### config.mk
export PLATFORM = sky130hd
export DESIGN_NAME = integer_to_ascii_radix
export DESIGN_NICKNAME = d
export VERILOG_FILES = /design/src/rtl/itar_pkg.sv /design/src/rtl/integer_to_ascii_radix.sv /design/src/rtl/itar_ctrl.sv /design/src/rtl/itar_dp.sv
export SDC_FILE = /design/constraint.sdc
export NUM_CORES = 1
export LEC_CHECK = 0
export ABC_CLOCK_PERIOD_IN_PS = 4700
export BUFFER_PORTS_ARGS = -buffer_cell sky130_fd_sc_hd__buf_4
export CORE_ASPECT_RATIO = 1.25
export CORE_MARGIN = 3
export CORE_UTILIZATION = 62
export DETAILED_ROUTE_END_ITERATION = 8
export GPL_TIMING_DRIVEN = 0
export PLACE_DENSITY = 0.79
export SLEW_MARGIN = 0
export SYNTH_ARGS = -nofsm -noshare
export SYNTH_HDL_FRONTEND = slang
export SYNTH_HIERARCHICAL = 1
export SYNTH_SLANG_ARGS = --single-unit
### constraint.sdc
create_clock -name i_clk -period 4.7 [get_ports i_clk]
set_input_delay 0.235 -clock i_clk [delete_from_list [all_inputs] [get_ports i_clk]]
set_output_delay 0.235 -clock i_clk [all_outputs]
set_load 0.005 [all_outputs]
### src/rtl/itar_pkg.sv
// Package: shared constants, control/status structs and the digit-to-ASCII function.
package itar_pkg;

    localparam int VALUE_W = 32;
    localparam int BASE_W  = 6;
    localparam int CHAR_W  = 8;
    localparam int DIGIT_W = 6;
    localparam int CNT_W   = $clog2(VALUE_W);
    localparam int DEPTH   = VALUE_W;
    localparam int IDX_W   = $clog2(DEPTH);
    localparam int PTR_W   = IDX_W + 1;

    localparam logic [BASE_W-1:0] BASE_MIN = BASE_W'(2);
    localparam logic [BASE_W-1:0] BASE_MAX = BASE_W'(36);
    localparam logic [BASE_W-1:0] BASE_DEC = BASE_W'(10);

    localparam logic [CNT_W-1:0]  CNT_LAST   = CNT_W'(VALUE_W - 1);
    localparam logic [CHAR_W-1:0] CHAR_MINUS = 8'h2D;
    localparam logic [CHAR_W-1:0] CHAR_ZERO  = 8'h30;
    localparam logic [CHAR_W-1:0] CHAR_ALPHA = 8'h61;
    localparam logic [CHAR_W-1:0] CHAR_NONE  = 8'h00;

    // Commands from the controller to the datapath.
    typedef struct packed {
        logic load;
        logic div_step;
        logic emit_sign;
        logic emit_digit;
        logic emit_empty;
    } t_dp_cmd;

    // Status from the datapath to the controller.
    typedef struct packed {
        logic base_bad;
        logic sign_needed;
        logic step_last;
        logic quot_zero;
        logic last_digit;
        logic slot_free;
    } t_dp_status;

    function automatic logic [CHAR_W-1:0] digit_char(input logic [DIGIT_W-1:0] d);
        logic [CHAR_W-1:0] d_ext;
        d_ext = CHAR_W'(d);
        if (d < DIGIT_W'(10)) begin
            digit_char = CHAR_ZERO + d_ext;
        end else begin
            digit_char = CHAR_ALPHA + d_ext - CHAR_W'(10);
        end
    endfunction

endpackage

### src/rtl/integer_to_ascii_radix.sv
// Top level: integer to ASCII conversion in radix 2..36.
//
// Converts one signed 32-bit value per input beat into its ASCII digits in the
// given base, most significant digit first, one character per output beat, with
// o_last set on the final character. Digits are '0'-'9' then 'a'-'z'. A negative
// value in base 10 is preceded by '-'; in other bases the magnitude is printed
// with no sign. A base outside 2..36 yields a single beat with o_char_code = 0,
// o_last = 1 and o_empty_res = 1. Only one conversion is in flight at a time:
// o_ready is high only while the block is idle. Digits come from a shared
// one-bit-per-cycle restoring divider that works through all 32 dividend bits
// for each digit; once the quotient reaches zero, the characters follow, one
// output beat per character (N digits, plus one for a sign). A finished
// character sits in a single output register; the next one moves in at the same
// edge the consumer takes the current one, and a stalled consumer holds the
// controller. An invalid base skips division and goes straight to the empty
// beat.
module integer_to_ascii_radix
    import itar_pkg::*;
(
    input  logic                i_clk,
    input  logic                i_rst_n,
    // Input channel
    input  logic                i_valid,
    output logic                o_ready,
    input  logic [VALUE_W-1:0]  i_value,
    input  logic [BASE_W-1:0]   i_base,
    // Output channel
    output logic                o_valid,
    input  logic                i_ready,
    output logic [CHAR_W-1:0]   o_char_code,
    output logic                o_last,
    output logic                o_empty_res
);

    t_dp_cmd    w_cmd;
    t_dp_status w_status;

    // Controller: accept, divide until quotient is zero, then drain the stack.
    itar_ctrl u_ctrl (
        .i_clk    (i_clk),
        .i_rst_n  (i_rst_n),
        .i_valid  (i_valid),
        .o_ready  (o_ready),
        .i_status (w_status),
        .o_cmd    (w_cmd)
    );

    // Datapath: divider, remainder stack (pushed LSD first, popped MSD first),
    // and the output register.
    itar_dp u_dp (
        .i_clk       (i_clk),
        .i_rst_n     (i_rst_n),
        .i_value     (i_value),
        .i_base      (i_base),
        .i_cmd       (w_cmd),
        .o_status    (w_status),
        .o_valid     (o_valid),
        .i_ready     (i_ready),
        .o_char_code (o_char_code),
        .o_last      (o_last),
        .o_empty_res (o_empty_res)
    );

    // An empty beat always closes its conversion and carries a NUL character.
    a_empty_is_last : assert property (@(posedge i_clk) disable iff (!i_rst_n)
        o_valid && o_empty_res |-> o_last && (o_char_code == CHAR_NONE))
        else $error("empty beat without last or with non-zero char");

    // A real character is never NUL.
    a_char_nonzero : assert property (@(posedge i_clk) disable iff (!i_rst_n)
        o_valid && !o_empty_res |-> (o_char_code != CHAR_NONE))
        else $error("non-empty beat carries NUL");

    // Once an item is taken, the input side closes until the conversion ends.
    a_one_in_flight : assert property (@(posedge i_clk) disable iff (!i_rst_n)
        i_valid && o_ready |=> !o_ready)
        else $error("input ready right after accepting an item");

endmodule

### src/rtl/itar_ctrl.sv
// Controller: sequences load, division, and character emission for one conversion.
module itar_ctrl
    import itar_pkg::*;
(
    input  logic       i_clk,
    input  logic       i_rst_n,
    input  logic       i_valid,
    output logic       o_ready,
    input  t_dp_status i_status,
    output t_dp_cmd    o_cmd
);

    localparam logic [2:0] S_IDLE  = 3'd0;
    localparam logic [2:0] S_DIV   = 3'd1;
    localparam logic [2:0] S_SIGN  = 3'd2;
    localparam logic [2:0] S_EMIT  = 3'd3;
    localparam logic [2:0] S_EMPTY = 3'd4;

    logic [2:0] r_state;
    logic [2:0] n_state;

    always_comb begin
        n_state = r_state;
        o_cmd   = '0;
        o_ready = 1'b0;
        case (r_state)
            S_IDLE: begin
                o_ready = 1'b1;
                if (i_valid) begin
                    o_cmd.load = 1'b1;
                    n_state    = i_status.base_bad ? S_EMPTY : S_DIV;
                end
            end
            S_DIV: begin
                o_cmd.div_step = 1'b1;
                if (i_status.step_last && i_status.quot_zero) begin
                    n_state = i_status.sign_needed ? S_SIGN : S_EMIT;
                end
            end
            S_SIGN: begin
                if (i_status.slot_free) begin
                    o_cmd.emit_sign = 1'b1;
                    n_state         = S_EMIT;
                end
            end
            S_EMIT: begin
                if (i_status.slot_free) begin
                    o_cmd.emit_digit = 1'b1;
                    if (i_status.last_digit) begin
                        n_state = S_IDLE;
                    end
                end
            end
            S_EMPTY: begin
                if (i_status.slot_free) begin
                    o_cmd.emit_empty = 1'b1;
                    n_state          = S_IDLE;
                end
            end
            default: begin
                n_state = S_IDLE;
            end
        endcase
    end

    always_ff @(posedge i_clk) begin
        if (!i_rst_n) begin
            r_state <= S_IDLE;
        end else begin
            r_state <= n_state;
        end
    end

endmodule

### src/rtl/itar_dp.sv
// Datapath: bit-serial divider, digit stack and output register.
module itar_dp
    import itar_pkg::*;
(
    input  logic                i_clk,
    input  logic                i_rst_n,
    input  logic [VALUE_W-1:0]  i_value,
    input  logic [BASE_W-1:0]   i_base,
    input  t_dp_cmd             i_cmd,
    output t_dp_status          o_status,
    output logic                o_valid,
    input  logic                i_ready,
    output logic [CHAR_W-1:0]   o_char_code,
    output logic                o_last,
    output logic                o_empty_res
);

    logic [VALUE_W-1:0] r_quot;
    logic [DIGIT_W-1:0] r_rem;
    logic [BASE_W-1:0]  r_base;
    logic               r_sign;
    logic [CNT_W-1:0]   r_cnt;
    logic [PTR_W-1:0]   r_ptr;
    logic [DIGIT_W-1:0] r_digit [DEPTH];

    logic               r_ovalid;
    logic [CHAR_W-1:0]  r_char;
    logic               r_last;
    logic               r_empty;

    logic [DIGIT_W:0]   w_shift;
    logic               w_ge;
    logic [DIGIT_W:0]   w_diff;
    logic [DIGIT_W-1:0] w_rem_next;
    logic [VALUE_W-1:0] w_quot_next;
    logic [PTR_W-1:0]   w_pop;
    logic               w_slot_free;

    // One restoring division step: shift in next dividend bit, subtract if it fits.
    assign w_shift     = {r_rem, r_quot[VALUE_W-1]};
    assign w_ge        = w_shift >= {1'b0, r_base};
    assign w_diff      = w_shift - {1'b0, r_base};
    assign w_rem_next  = w_ge ? w_diff[DIGIT_W-1:0] : w_shift[DIGIT_W-1:0];
    assign w_quot_next = {r_quot[VALUE_W-2:0], w_ge};

    assign w_pop       = r_ptr - PTR_W'(1);
    assign w_slot_free = !r_ovalid || i_ready;

    assign o_status.base_bad    = (i_base < BASE_MIN) || (i_base > BASE_MAX);
    assign o_status.sign_needed = r_sign;
    assign o_status.step_last   = r_cnt == CNT_LAST;
    assign o_status.quot_zero   = w_quot_next == '0;
    assign o_status.last_digit  = r_ptr == PTR_W'(1);
    assign o_status.slot_free   = w_slot_free;

    always_ff @(posedge i_clk) begin
        if (i_cmd.load) begin
            r_quot <= i_value[VALUE_W-1] ? (VALUE_W'(0) - i_value) : i_value;
            r_rem  <= '0;
            r_base <= i_base;
            r_sign <= i_value[VALUE_W-1] && (i_base == BASE_DEC);
            r_cnt  <= '0;
        end else if (i_cmd.div_step) begin
            r_quot <= w_quot_next;
            r_cnt  <= r_cnt + CNT_W'(1);
            if (r_cnt == CNT_LAST) begin
                r_digit[r_ptr[IDX_W-1:0]] <= w_rem_next;
                r_rem <= '0;
            end else begin
                r_rem <= w_rem_next;
            end
        end
    end

    // Stack pointer: push at the end of each division, pop on each digit beat.
    always_ff @(posedge i_clk) begin
        if (!i_rst_n) begin
            r_ptr <= '0;
        end else if (i_cmd.load) begin
            r_ptr <= '0;
        end else if (i_cmd.div_step && (r_cnt == CNT_LAST)) begin
            r_ptr <= r_ptr + PTR_W'(1);
        end else if (i_cmd.emit_digit) begin
            r_ptr <= w_pop;
        end
    end

    always_ff @(posedge i_clk) begin
        if (!i_rst_n) begin
            r_ovalid <= 1'b0;
        end else if (i_cmd.emit_sign || i_cmd.emit_digit || i_cmd.emit_empty) begin
            r_ovalid <= 1'b1;
        end else if (i_ready) begin
            r_ovalid <= 1'b0;
        end
    end

    always_ff @(posedge i_clk) begin
        if (i_cmd.emit_sign) begin
            r_char  <= CHAR_MINUS;
            r_last  <= 1'b0;
            r_empty <= 1'b0;
        end else if (i_cmd.emit_digit) begin
            r_char  <= digit_char(r_digit[w_pop[IDX_W-1:0]]);
            r_last  <= r_ptr == PTR_W'(1);
            r_empty <= 1'b0;
        end else if (i_cmd.emit_empty) begin
            r_char  <= CHAR_NONE;
            r_last  <= 1'b1;
            r_empty <= 1'b1;
        end
    end

    assign o_valid     = r_ovalid;
    assign o_char_code = r_char;
    assign o_last      = r_last;
    assign o_empty_res = r_empty;

endmodule
==> metrics.txt <==
# TYPE chip_impl_metric gauge
chip_impl_metric{name="p_per_area",unit="mW/mm^2"} 378
chip_impl_metric{name="synth_edf_count",unit=""} 231
chip_impl_metric{name="hpwl",unit="um"} 16500
chip_impl_metric{name="synth.ff_latch_count",unit=""} 262
chip_impl_metric{name="synth-xor-area-share",unit=""} 0.0335
chip_impl_metric{name="firstDrtPassIters",unit=""} 6
chip_impl_metric{name="fin_setup_tns",unit="ns"} 0
chip_impl_metric{name="worst_setup_hold_path_clk_slew",unit="ns"} 0.07
chip_impl_metric{name="timing.critical_path.slowest_cell_delay",unit="ns"} 0.38
chip_impl_info{name="setup_repair_after_global_routing_missed_its_margin",value="no"} 1
chip_impl_metric{name="placementRows",unit=""} 56
chip_impl_metric{name="via_per_inst",unit=""} 6.19
chip_impl_metric{name="grt_max_degree",unit=""} 34
chip_impl_metric{name="floorplan.initialDensity",unit=""} 0.635
chip_impl_metric{name="cap_violations",unit=""} 0
chip_impl_metric{name="first_global_vias",unit=""} 7345
chip_impl_metric{name="globalplace.congestion",unit=""} 0.949
chip_impl_metric{name="synthesis.instances",unit=""} 844
chip_impl_metric{name="cts_setup_buffers",unit=""} 0
chip_impl_metric{name="fin_worst_skew",unit="ns"} 0.0171
chip_impl_metric{name="slew_headroom",unit=""} 0.248
chip_impl_metric{name="yosys.cell_types.count",unit=""} 68
chip_impl_metric{name="min_period",unit="ns"} 4.31
chip_impl_metric{name="area.growth.synth_to_final",unit="%"} 13.5
chip_impl_metric{name="grt_overflow_total",unit=""} 0
chip_impl_metric{name="final_setup_violation_count",unit=""} 0
chip_impl_metric{name="cp_data_arrival_time",unit="ns"} 4.70
chip_impl_info{name="synth_top_flop_cell",value="edfxtp_1"} 1
chip_impl_metric{name="cp.buffers_inverters",unit=""} 9
chip_impl_metric{name="syn-cell-area",unit="sq mm"} 0.0120
chip_impl_info{name="critical_path.startpoint_type",value="flip-flop"} 1
chip_impl_metric{name="synth_seq_area_share",unit=""} 0.631
chip_impl_metric{name="crit_required",unit="ns"} 5.10
chip_impl_metric{name="clock_sinks",unit=""} 262
chip_impl_metric{name="cts-htree-levels",unit=""} 1
chip_impl_info{name="cts_tree",value="built"} 1
chip_impl_metric{name="die_area",unit="sq mm"} 0.0210
chip_impl_metric{name="drive_gt1_frac",unit=""} 0.189
chip_impl_info{name="outcome",value="finished clean"} 1
chip_impl_info{name="critical_path.endpoint_type",value="flip-flop"} 1
chip_impl_metric{name="initial_antenna_violation_count",unit=""} 0
chip_impl_info{name="worst_path_dominant_cell_family",value="buffers and inverters"} 1
chip_impl_info{name="crit_chain",value="buf_6, buf_8, inv_4, ha_1, buf_6, buf_12, buf_4, mux4_2, nor2_1, o22ai_1, and4_1, clkbuf_1, inv_1, ha_1, inv_1, a211o_1, nand2_2, o32ai_1, a311o_1"} 1
chip_impl_metric{name="hold_viol",unit=""} 0
chip_impl_metric{name="core_region_area",unit="sq mm"} 0.0188
chip_impl_metric{name="final_max_slew_violation_count",unit=""} 0
chip_impl_info{name="cpMaxStageDelayCell",value="dfxtp_1"} 1
chip_impl_metric{name="total_number_of_nets_in_the_final_design",unit=""} 992
chip_impl_metric{name="numCtsBuffers",unit=""} 25
chip_impl_metric{name="global_route_wire_length_before_repair",unit="um"} 39000
chip_impl_metric{name="cts-root-to-sink-buffers",unit=""} 3
chip_impl_metric{name="post_synth_mux_area_share",unit=""} 0.117
chip_impl_metric{name="drt_iter0_markers",unit=""} 664
chip_impl_metric{name="synth_compound_gate_area_share",unit=""} 0.0708
chip_impl_metric{name="fp.dieW",unit="um"} 130
chip_impl_metric{name="avgSynthCellArea",unit="sq um"} 14.2
chip_impl_metric{name="total_routing_usage_reported_by_global_routing",unit=""} 0.242
chip_impl_info{name="synth_top_family_by_area",value="multiplexers"} 1
chip_impl_metric{name="leakage",unit="nW"} 4.66
chip_impl_metric{name="max_clock_freq",unit="MHz"} 232
chip_impl_metric{name="synth-warning-count",unit=""} 6
chip_impl_info{name="timing_worst_setup_path_type",value="reg2reg"} 1
chip_impl_metric{name="route.final.wire_length",unit="um"} 24900
chip_impl_metric{name="top_level_ports",unit=""} 54
chip_impl_info{name="root_buffer",value="clkbuf_16"} 1
chip_impl_metric{name="n_fill_cell",unit=""} 1227
chip_impl_metric{name="actual_slew_at_the_worst_max_slew_pin",unit="ns"} 1.13
chip_impl_metric{name="synthSimpleGateAreaFrac",unit=""} 0.0952
chip_impl_metric{name="synth_nets",unit=""} 906
chip_impl_metric{name="critPathMaxFanout",unit=""} 19
chip_impl_metric{name="postLayoutCellArea",unit="sq mm"} 0.0136
chip_impl_metric{name="power.ir.vdd_worst",unit="V"} 0.000410
chip_impl_metric{name="placed_cell_area",unit="sq mm"} 0.0127
chip_impl_metric{name="post-route-period-util",unit=""} 0.917
chip_impl_metric{name="die_height",unit="um"} 161
chip_impl_metric{name="setup.reg_to_reg.worst_slack",unit="ns"} 0.39
chip_impl_metric{name="routed_length_per_placed_instance",unit="um"} 21.1
chip_impl_info{name="min_path_type",value="in2reg"} 1
chip_impl_metric{name="synth-adder-area-share",unit=""} 0.0215
chip_impl_metric{name="total_power",unit="mW"} 5.14
chip_impl_metric{name="port_buffers",unit=""} 53
chip_impl_metric{name="via_count",unit=""} 7308
chip_impl_metric{name="clkLatencyLatePin",unit="ns"} 0.52
chip_impl_metric{name="postSynth.asyncResetShare",unit=""} 0
chip_impl_metric{name="antenna_fix_cells",unit=""} 0
chip_impl_metric{name="drc",unit=""} 0
chip_impl_metric{name="drtAntennaViolNets",unit=""} 0
layout by cell type, fill, tap and decap left out, drive strengths merged, types with 9 or more instances in the layout:
master and count:
clkbuf 50, clkinv 10, inv 24, nor4 11, buf 76, xor2 36
nor3 13, nor2 101, nand4 11, dfxtp 31, ha 19, xnor2 9
o21ai 25, nand2 51, a21oi 38, a22o 9, edfxtp 231, mux4 42
mux2i 40, o31ai 10, nand3 10
power by group:
group / internal, mW / switching [mW] / leakage (nW)
clock network: 1.20 / 0.836 / 0.417
registers: 2.69 / 0.0380 / 2.36
logic: 0.123 / 0.254 / 1.88
total: 4.01 / 1.13 / 4.66
kinds of logic (layout without fill, tap and decap cells):
family                   count (synthesis)  count (layout)
AO/OA/AOI/OAI                          124             124
XOR/XNOR                                45              45
adder cells (fa/ha/maj)                 20              20
buffers and inverters                   67             172
flip-flops                             262             262
multiplexers                            87              87
AND/OR/NAND/NOR                        239             239
Yosys cell counts (all sizes together) (4+ instances only):
cell type | number | area (sq um)
a22o | 9 | 78.8
inv | 23 | 88.8
and3 | 4 | 25.0
o22ai | 7 | 43.8
or4 | 6 | 45.0
mux2 | 5 | 56.3
clkbuf | 20 | 75.1
buf | 24 | 203
edfxtp | 231 | 6940
a31oi | 4 | 25.0
nand4 | 11 | 83.8
nor2b | 7 | 43.8
xor2 | 36 | 323
nor4 | 11 | 68.8
mux2i | 40 | 400
ha | 19 | 238
mux4 | 42 | 946
nand2 | 51 | 194
dfxtp | 31 | 621
nor2 | 101 | 379
o31ai | 10 | 80.1
nand3 | 10 | 50.1
nor3 | 13 | 65.1
nand3b | 4 | 30.0
or3b | 4 | 35.0
xnor2 | 9 | 78.8
o41ai | 6 | 52.6
nand2b | 5 | 31.3
a21oi | 38 | 190
o21ai | 25 | 129
registers in the layout (all words and copies together) (netlist names):
| name | flops |
|---|---|
| u_dp/r_base | 6 |
| u_dp/r_sign | 1 |
| u_dp/o_valid | 1 |
| u_dp/r_rem | 6 |
| u_ctrl/r_state | 3 |
| u_dp/o_last | 1 |
| u_dp/r_ptr | 6 |
| u_dp/r_digit | 192 |
| u_dp/r_cnt | 5 |
| u_dp/r_quot | 32 |
| u_dp/o_empty_res | 1 |
| u_dp/o_char_code | 8 |
metal layers:
layer  global-route usage  up-vias  routed length, um
li1                     -     3405                  -
met1                0.306     3602               9680
met2                0.425      242              13100
met3               0.0304       59               1310
met4               0.0903        0                865
met5                    0        -                  0
path summary, 6_finish.rpt:
kind	cells after the start	end	from
worst max-delay path	19	u_dp/o_char_code[5]	u_dp/r_ptr[0]
worst min-delay path	3	u_dp/o_valid	i_ready
worst max register to register	19	u_dp/o_char_code[5]	u_dp/r_ptr[0]
worst min register to register	2	u_dp/o_char_code[7]	u_dp/o_char_code[7]
worst register-to-register path, stage by stage (launching register included):
cell      delay, ns
dfxtp_1        0.38
buf_6          0.19
buf_8          0.22
inv_4          0.12
ha_1           0.39
buf_6          0.20
buf_12         0.21
buf_4          0.27
mux4_2         0.35
nor2_1         0.15
o22ai_1        0.12
and4_1         0.26
clkbuf_1       0.17
inv_1          0.11
ha_1           0.14
inv_1          0.04
a211o_1        0.27
nand2_2        0.17
o32ai_1        0.10
a311o_1        0.33
through the flow:
step	util	std cells	worst slack [ns]	hold slack, ns
after floorplan	-	844	1.02	0.334
after global routing	0.721	1181	0.218	0.0512
after global placement	0.672	1129	0.0661	0.431
after CTS	0.721	1182	0.0847	0.0238
after detailed placement	0.672	1129	0.000615	0.432
final	0.721	1181	0.392	0.0343
layout make-up:
cell class | count | area, sq um | share of cell area
plain buffers | 43 | 275 | 0.0203
clock buffers | 30 | 674 | 0.0496
clock inverters | 16 | 176 | 0.0130
inverters | 23 | 88.8 | 0.00654
multi-input cells | 515 | 4060 | 0.299
flip-flops and latches | 262 | 7560 | 0.556
well taps | 232 | 290 | 0.0214
repair buffers | 60 | 468 | 0.0344
timing repair:
action | 4_1_cts | 5_1_grt
gates cloned | 0 | 0
gates resized for setup | 1 | 0
setup endpoints to repair | 1 | 5
hold buffers | 7 | 0
hold endpoints to repair | 8 | 0
No activity file was read; power rests on OpenSTA's default activity.
